<file path="src/rtl/core/swsr_pkg.sv">
`timescale 1ns / 1ps
// Package for the LIFO stack with search-and-remove.
// Holds sizes, action/status codes, sequencer states and the RAM request bundle.
package swsr_pkg;

   localparam int DEPTH  = 64;
   localparam int ADDR_W = $clog2(DEPTH);
   localparam int CNT_W  = $clog2(DEPTH + 1);
   localparam int WORD_W = 32;

   localparam logic signed [WORD_W-1:0] LIMIT_RESET = 32'sd100;
   localparam logic signed [WORD_W-1:0] ZERO_LIMIT  = 32'sd0;

   typedef enum logic [1:0] {
      ACT_PUSH      = 2'd0,
      ACT_POP       = 2'd1,
      ACT_DEL_POS   = 2'd2,
      ACT_DEL_LIMIT = 2'd3
   } action_type;

   typedef enum logic [1:0] {
      ST_OK      = 2'd0,
      ST_EMPTY   = 2'd1,
      ST_NOMATCH = 2'd2,
      ST_FULL    = 2'd3
   } status_type;

   typedef enum logic [2:0] {
      S_IDLE,
      S_POP_WAIT,
      S_SCAN,
      S_SHIFT,
      S_DONE
   } state_type;

   typedef struct packed {
      logic              we;
      logic [ADDR_W-1:0] waddr;
      logic [WORD_W-1:0] wdata;
      logic [ADDR_W-1:0] raddr;
   } ram_req_type;

endpackage

</file>
<file path="src/rtl/core/stack_with_search_removal.sv">
`timescale 1ns / 1ps
// LIFO stack of 64 signed words with pop and search-and-remove actions.
// A push writes at once; a pop reads the top entry; a delete scans from the top down
// for the first match and then shifts the entries above it down to close the gap.
// One item at a time: busy stays high through the result strobe, so the next beat is
// taken the cycle after it; the receiver cannot stall.
// Synchronous reset empties the stack and sets limit_ff to 100; entries keep old data.
module stack_with_search_removal
   import swsr_pkg::*;
(
   input  logic                     clock,
   input  logic                     reset,
   input  logic                     start,
   output logic                     busy,
   input  logic [1:0]               req_action,
   input  logic signed [WORD_W-1:0] req_push_value,
   output logic                     rsp_strobe,
   output logic signed [WORD_W-1:0] rsp_value,
   output logic [1:0]               rsp_status,
   input  logic                     csr_wr_en,
   input  logic signed [WORD_W-1:0] csr_wr_data
);

   logic signed [WORD_W-1:0] limit_ff;
   ram_req_type              ram_req;
   logic [WORD_W-1:0]        ram_rdata;

   always_ff @(posedge clock) begin
      if (reset) begin
         limit_ff <= LIMIT_RESET;
      end else if (csr_wr_en) begin
         limit_ff <= csr_wr_data;
      end
   end

   swsr_ctrl u_ctrl (
      .clock      (clock),
      .reset      (reset),
      .start      (start),
      .busy       (busy),
      .action     (req_action),
      .push_value (req_push_value),
      .limit      (limit_ff),
      .ram_req    (ram_req),
      .ram_rdata  (ram_rdata),
      .rsp_strobe (rsp_strobe),
      .rsp_value  (rsp_value),
      .rsp_status (rsp_status)
   );

   swsr_ram u_ram (
      .clock (clock),
      .req   (ram_req),
      .rdata (ram_rdata)
   );

endmodule

</file>
<file path="src/rtl/core/swsr_ram.sv">
`timescale 1ns / 1ps
// Entry storage for the stack: one write port, one read port, registered read data.
// Depends on swsr_pkg for sizes and the request bundle.
module swsr_ram
   import swsr_pkg::*;
(
   input  logic              clock,
   input  ram_req_type       req,
   output logic [WORD_W-1:0] rdata
);

   logic [WORD_W-1:0] mem [DEPTH];
   logic [WORD_W-1:0] rdata_ff;

   always_ff @(posedge clock) begin
      if (req.we) begin
         mem[req.waddr] <= req.wdata;
      end
      rdata_ff <= mem[req.raddr];
   end

   assign rdata = rdata_ff;

endmodule

</file>
<file path="src/rtl/core/swsr_ctrl.sv">
`timescale 1ns / 1ps
// Sequencer for the stack: push/pop, top-down scan with one shared signed
// compare, and a one-entry-per-cycle shift that closes the gap. Uses swsr_pkg.
module swsr_ctrl
   import swsr_pkg::*;
(
   input  logic                     clock,
   input  logic                     reset,
   input  logic                     start,
   output logic                     busy,
   input  logic [1:0]               action,
   input  logic signed [WORD_W-1:0] push_value,
   input  logic signed [WORD_W-1:0] limit,
   output ram_req_type              ram_req,
   input  logic [WORD_W-1:0]        ram_rdata,
   output logic                     rsp_strobe,
   output logic signed [WORD_W-1:0] rsp_value,
   output logic [1:0]               rsp_status
);

   state_type         state_ff, state_in;
   logic [CNT_W-1:0]  fill_ff, fill_in;
   logic [ADDR_W-1:0] idx_ff, idx_in;
   action_type        act_ff, act_in;
   logic [WORD_W-1:0] val_ff, val_in;
   status_type        status_ff, status_in;

   logic              empty;
   logic              full;
   logic [CNT_W-1:0]  fill_m1;
   logic [CNT_W-1:0]  idx_p1;
   logic [CNT_W-1:0]  idx_p2;
   logic signed [WORD_W-1:0] cmp_limit;
   logic              hit;

   assign empty   = (fill_ff == '0);
   assign full    = (fill_ff == CNT_W'(DEPTH));
   assign fill_m1 = fill_ff - CNT_W'(1);
   assign idx_p1  = CNT_W'(idx_ff) + CNT_W'(1);
   assign idx_p2  = CNT_W'(idx_ff) + CNT_W'(2);

   // shared compare: entry strictly above the selected limit
   assign cmp_limit = (act_ff == ACT_DEL_POS) ? ZERO_LIMIT : limit;
   assign hit       = $signed(ram_rdata) > cmp_limit;

   always_comb begin
      state_in = state_ff;
      unique case (state_ff)
         S_IDLE: begin
            if (start) begin
               unique case (action_type'(action))
                  ACT_PUSH: state_in = S_DONE;
                  ACT_POP:  state_in = empty ? S_DONE : S_POP_WAIT;
                  default:  state_in = empty ? S_DONE : S_SCAN;
               endcase
            end
         end
         S_POP_WAIT: state_in = S_DONE;
         S_SCAN: begin
            if (hit) begin
               state_in = (idx_p1 < fill_ff) ? S_SHIFT : S_DONE;
            end else if (idx_ff == '0) begin
               state_in = S_DONE;
            end
         end
         S_SHIFT: begin
            if (idx_p2 >= fill_ff) begin
               state_in = S_DONE;
            end
         end
         S_DONE:  state_in = S_IDLE;
         default: state_in = S_IDLE;
      endcase
   end

   always_comb begin
      fill_in       = fill_ff;
      idx_in        = idx_ff;
      act_in        = act_ff;
      val_in        = val_ff;
      status_in     = status_ff;
      ram_req.we    = 1'b0;
      ram_req.waddr = fill_ff[ADDR_W-1:0];
      ram_req.wdata = push_value;
      ram_req.raddr = fill_m1[ADDR_W-1:0];
      unique case (state_ff)
         S_IDLE: begin
            if (start) begin
               act_in    = action_type'(action);
               val_in    = '0;
               status_in = ST_OK;
               idx_in    = fill_m1[ADDR_W-1:0];
               unique case (action_type'(action))
                  ACT_PUSH: begin
                     if (full) begin
                        status_in = ST_FULL;
                     end else begin
                        ram_req.we = 1'b1;
                        fill_in    = fill_ff + CNT_W'(1);
                     end
                  end
                  ACT_POP: begin
                     if (empty) begin
                        status_in = ST_EMPTY;
                     end else begin
                        fill_in = fill_m1;
                     end
                  end
                  default: begin
                     if (empty) begin
                        status_in = ST_EMPTY;
                     end
                  end
               endcase
            end
         end
         S_POP_WAIT: val_in = ram_rdata;
         S_SCAN: begin
            if (hit) begin
               val_in        = ram_rdata;
               ram_req.raddr = idx_p1[ADDR_W-1:0];
               if (idx_p1 >= fill_ff) begin
                  fill_in = fill_m1;
               end
            end else if (idx_ff == '0) begin
               status_in = ST_NOMATCH;
            end else begin
               // step down one entry
               idx_in        = idx_ff - ADDR_W'(1);
               ram_req.raddr = idx_ff - ADDR_W'(1);
            end
         end
         S_SHIFT: begin
            // move entry idx+1 down into idx, fetch the next one
            ram_req.we    = 1'b1;
            ram_req.waddr = idx_ff;
            ram_req.wdata = ram_rdata;
            ram_req.raddr = idx_p2[ADDR_W-1:0];
            idx_in        = idx_p1[ADDR_W-1:0];
            if (idx_p2 >= fill_ff) begin
               fill_in = fill_m1;
            end
         end
         default: begin
         end
      endcase
   end

   always_ff @(posedge clock) begin
      if (reset) begin
         state_ff <= S_IDLE;
         fill_ff  <= '0;
      end else begin
         state_ff <= state_in;
         fill_ff  <= fill_in;
      end
      idx_ff    <= idx_in;
      act_ff    <= act_in;
      val_ff    <= val_in;
      status_ff <= status_in;
   end

   assign busy       = (state_ff != S_IDLE);
   assign rsp_strobe = (state_ff == S_DONE);
   assign rsp_value  = $signed(val_ff);
   assign rsp_status = status_ff;

endmodule
</file>
<file path="config.mk">
export PLATFORM = sky130hd
export DESIGN_NAME = stack_with_search_removal
export DESIGN_NICKNAME = d
export VERILOG_FILES = /design/src/rtl/core/swsr_pkg.sv /design/src/rtl/core/stack_with_search_removal.sv /design/src/rtl/core/swsr_ram.sv /design/src/rtl/core/swsr_ctrl.sv
export SDC_FILE = /design/constraint.sdc
export NUM_CORES = 2
export LEC_CHECK = 0
export BUFFER_PORTS_ARGS = -buffer_cell sky130_fd_sc_hd__buf_2
export CAP_MARGIN = 0
export CELL_PAD_IN_SITES_DETAIL_PLACEMENT = 1
export CELL_PAD_IN_SITES_GLOBAL_PLACEMENT = 1
export CORE_MARGIN = 2
export CORE_UTILIZATION = 40
export CTS_CLUSTER_DIAMETER = 30
export DETAILED_ROUTE_END_ITERATION = 6
export HOLD_SLACK_MARGIN = 0.08
export PLACE_DENSITY_LB_ADDON = 0.1
export SLEW_MARGIN = 10
export SYNTH_ARGS = -nofsm -noshare
export SYNTH_HDL_FRONTEND = slang
export SYNTH_SLANG_ARGS = --single-unit
</file>
<file path="constraint.sdc">
create_clock -name clock -period 10.2 [get_ports clock]
set_input_delay 2.04 -clock clock [delete_from_list [all_inputs] [get_ports clock]]
set_output_delay 2.04 -clock clock [all_outputs]
set_load 0.05 [all_outputs]
</file>
==> qor.log <==
INFO  logic_synthesis async_reset_ff_share=0%
INFO  logic_synthesis largest_cells_by_area_after_synthesis=edfxtp_1, nand2_1, mux2i_1
INFO  routing        drc_errors=0
INFO  routing        initialDrtViolationCount=7,012
INFO  clocking       cts_buffer_depth=4
INFO  clocking       cts_tree=done
INFO  clocking       cts.sinks=2,164
INFO  setup_path     critical_path_sink_type=flip-flop
INFO  pwr            totalPowerFinal=42.40mW
INFO  setup_path     worstSetupStartpointType=flip-flop
INFO  clocking       clk-insertion-delay-late=990ps
INFO  logic_synthesis yosys.area.top_type=edfxtp_1
INFO  clocking       post_cts.resized_instances=0
INFO  routing        detail_route.first_pass.iterations=6
INFO  place          dp_hpwl=172,000um
INFO  cells_and_area fill_cells=20.49k
INFO  routing        ant_nets=0
INFO  grt            number_of_global_route_vias_before_repair=58.07k
INFO  logic_synthesis synth_ff_type=edfxtp_1
INFO  logic_synthesis ys_types=80
INFO  timing         clock.fmax=141.1MHz
INFO  run_status     status=finished, final reports clean
INFO  die            design.portCount=106
INFO  logic_synthesis sequential_to_total_area_share_from_yosys_stat=75.26%
INFO  grt            antenna_violations_before_repair=13
INFO  routing        route.detailed.wl_per_inst=33.64um
INFO  timing         max_slew.worst_pin.slew=1261ps
INFO  logic_synthesis synth-warning-count=0
INFO  logic_synthesis yosysTopAreaCellShare=73.53%
INFO  pwr            power.leakage=36.08nW
INFO  place          numPortBuffers=105
INFO  logic_synthesis mappedNetlistNets=6,106
INFO  die            die_area=217,100um^2
INFO  cells_and_area area.growth.synth_to_final=24.49%
INFO  timing         finalCritPeriodShare=69.51%
INFO  cells_and_area post_route_cells_drive_above_1_share=17.01%
INFO  timing         timing.final.crit_period=7090ps
INFO  grt            grtUsageTotal=29.32%
INFO  logic_synthesis netlist_instances=5,982
INFO  grt            gr-total-overflow=0
INFO  run            cap_viol_max_count=0
INFO  cells_and_area sequential_cell_area=64,240um^2
INFO  cells_and_area final_core_utilization=50.10%
INFO  cells_and_area instances_no_fill=9,599
INFO  setup_path     cp_data_arrival_time=7920ps
INFO  hold_path      hold_path_class=flip-flop to flip-flop
INFO  clocking       post-cts-setup-buffers=0
INFO  logic_synthesis netlist_area=85,360um^2
INFO  setup_path     setup.worst_path.class=flip-flop to flip-flop
INFO  die            core-area=212,100um^2
INFO  routing        route.final.wire_length=322,900um
INFO  setup_path     required_arrival_time_at_the_worst_endpoint=11,030ps
INFO  pwr            power.density_cell_area=399.0nW/um^2
INFO  cells_and_area final_nets=6,504
INFO  place          dpl.cell_count=8,712
INFO  setup_path     rrSetupSlack=3110ps
INFO  timing         count_of_endpoints_failing_hold_in_the_final_timing_report=0
INFO  logic_synthesis synth-edff-count=2,090
INFO  die            chipWidth=465.9um
INFO  logic_synthesis top_count_cell_post_synth=edfxtp_1
INFO  timing         maxSlewViolCount=0
INFO  clocking       cts_max_level=5
INFO  pwr            vdd_drop_max=0.5440mV
INFO  clocking       cts_made_buffers=487
INFO  setup_path     crit_path_max_fanout=64
INFO  timing         totalNegativeSetupSlack=0ps
INFO  die            die-height=465.9um
INFO  logic_synthesis synth_common_cells=edfxtp_1, nand2_1, nand3_1, mux2i_1, a32oi_1
INFO  timing         grt_setup_unrepaired=false
INFO  routing        avgViaCountPerCell=5.974
INFO  die            core_rows=169
INFO  logic_synthesis synth_seq_cells=2,164
INFO  place          gp_congestion=0.8342
INFO  routing        via_count=57.34k
INFO  grt            grt_start_max_net_pins=125
INFO  grt            grt_first_pass_wirelength=451,900um
INFO  timing         report.final.setup_viol=0
INFO  logic_synthesis post_synth.cell_area_avg=14.27um^2
INFO  die            start_util=40.25%
INFO  clocking       ctsRootBufferMaster=clkbuf_16
INFO  timing         max-slew-margin-rel=15.94%
INFO  timing         skew=74.33ps
INFO  clocking       cts_hold_buffers=0
INFO  clocking       clkTransAtPathRegs=40ps
INFO  cells_and_area multi_input_area=19,930um^2
-- final cells by class --
type	instances	share of cell area, %
flip-flops and latches	2164	60.46
multi-input cells	3426	18.76
inverters	19	0.06712
clock buffers	585	12.05
clock inverters	298	3.344
diodes	4	0.009420
well taps	2821	3.322
repair buffers	282	1.992
-- metrics by stage --
step	setup WS (ps)	cell area, um^2	hold WS [ps]
floorplan	5539	85360	451.5
global placement	3505	89880	488.3
detailed placement	3291	89880	488.5
CTS	3241	106200	498.6
global route	2769	106300	527.2
finish	3110	106300	502.0
-- cells by family (layout without fill, tap and decap cells) --
group / Yosys count / in the layout / share of synthesized area, %
simple gates: 2291 / 2291 / 11.60
flops: 2164 / 2164 / 75.26
compound gates: 779 / 779 / 6.652
buf+inv: 392 / 1184 / 2.190
mux: 273 / 273 / 3.203
fa+ha+maj: 54 / 54 / 0.7916
xor+xnor: 29 / 29 / 0.2976
other cells: 0 / 4 / 0
-- worst max-delay path, stage by stage (launching register included) --
cell and delay (ps):
edfxtp_1 350, nand2b_1 420, buf_4 350, nand2_1 90, ha_1 320, nand4_1 150, nor4_1 520, a21boi_0 350
nor3_1 160, a211oi_1 770, o211ai_2 510, nor2_4 830, buf_12 480, nand3_1 140, nand4_1 150, nand4_1 580
or4_1 720
-- sequential cells by signal, indices dropped and copies added, names as in the netlist --
register and cells:
limit_ff 32, u_ctrl.state_ff 3, u_ctrl.idx_ff 6, u_ctrl.act_ff 2, u_ctrl.rsp_status 2, u_ctrl.rsp_value 32, u_ctrl.fill_ff 7, u_ram.rdata 32
u_ram.mem 2048
-- layout by cell type (no fill, tap or decap), drive strengths merged, types with 83 or more instances in the layout --
| master | count |
|---|---|
| a21oi | 149 |
| a31oi | 83 |
| a32oi | 234 |
| buf | 282 |
| clkbuf | 585 |
| clkinv | 174 |
| edfxtp | 2090 |
| mux2i | 272 |
| nand2 | 1442 |
| nand3 | 377 |
| nand4 | 163 |
| nor2 | 167 |
-- per-layer routing --
layer | track usage (%) | routed length [um]
met4 | 9.106 | 9356
met2 | 45.99 | 149100
met5 | 0 | 22
met1 | 41.55 | 139100
met3 | 5.249 | 25240
-- final timing paths --
kind / start / to / cells after the start
setup / recovery: u_ctrl.act_ff[1]$_DFFE_PP_ / u_ram.rdata[2]$_DFF_P_ / 16
hold / removal: limit_ff[27]$_SDFFE_PP0P_ / limit_ff[27]$_SDFFE_PP0P_ / 2
setup reg to reg: u_ctrl.act_ff[1]$_DFFE_PP_ / u_ram.rdata[2]$_DFF_P_ / 16
hold reg to reg: limit_ff[27]$_SDFFE_PP0P_ / limit_ff[27]$_SDFFE_PP0P_ / 2
-- where the power goes --
group	internal (mW)	leakage [nW]	switching, mW
combinational	4.24	8.73	12.1
clock	10.7	7.91	4.87
sequential	10.1	19.4	0.382
total	25.0	36.1	17.4
Note: power is estimated with default switching activity, not from simulation.
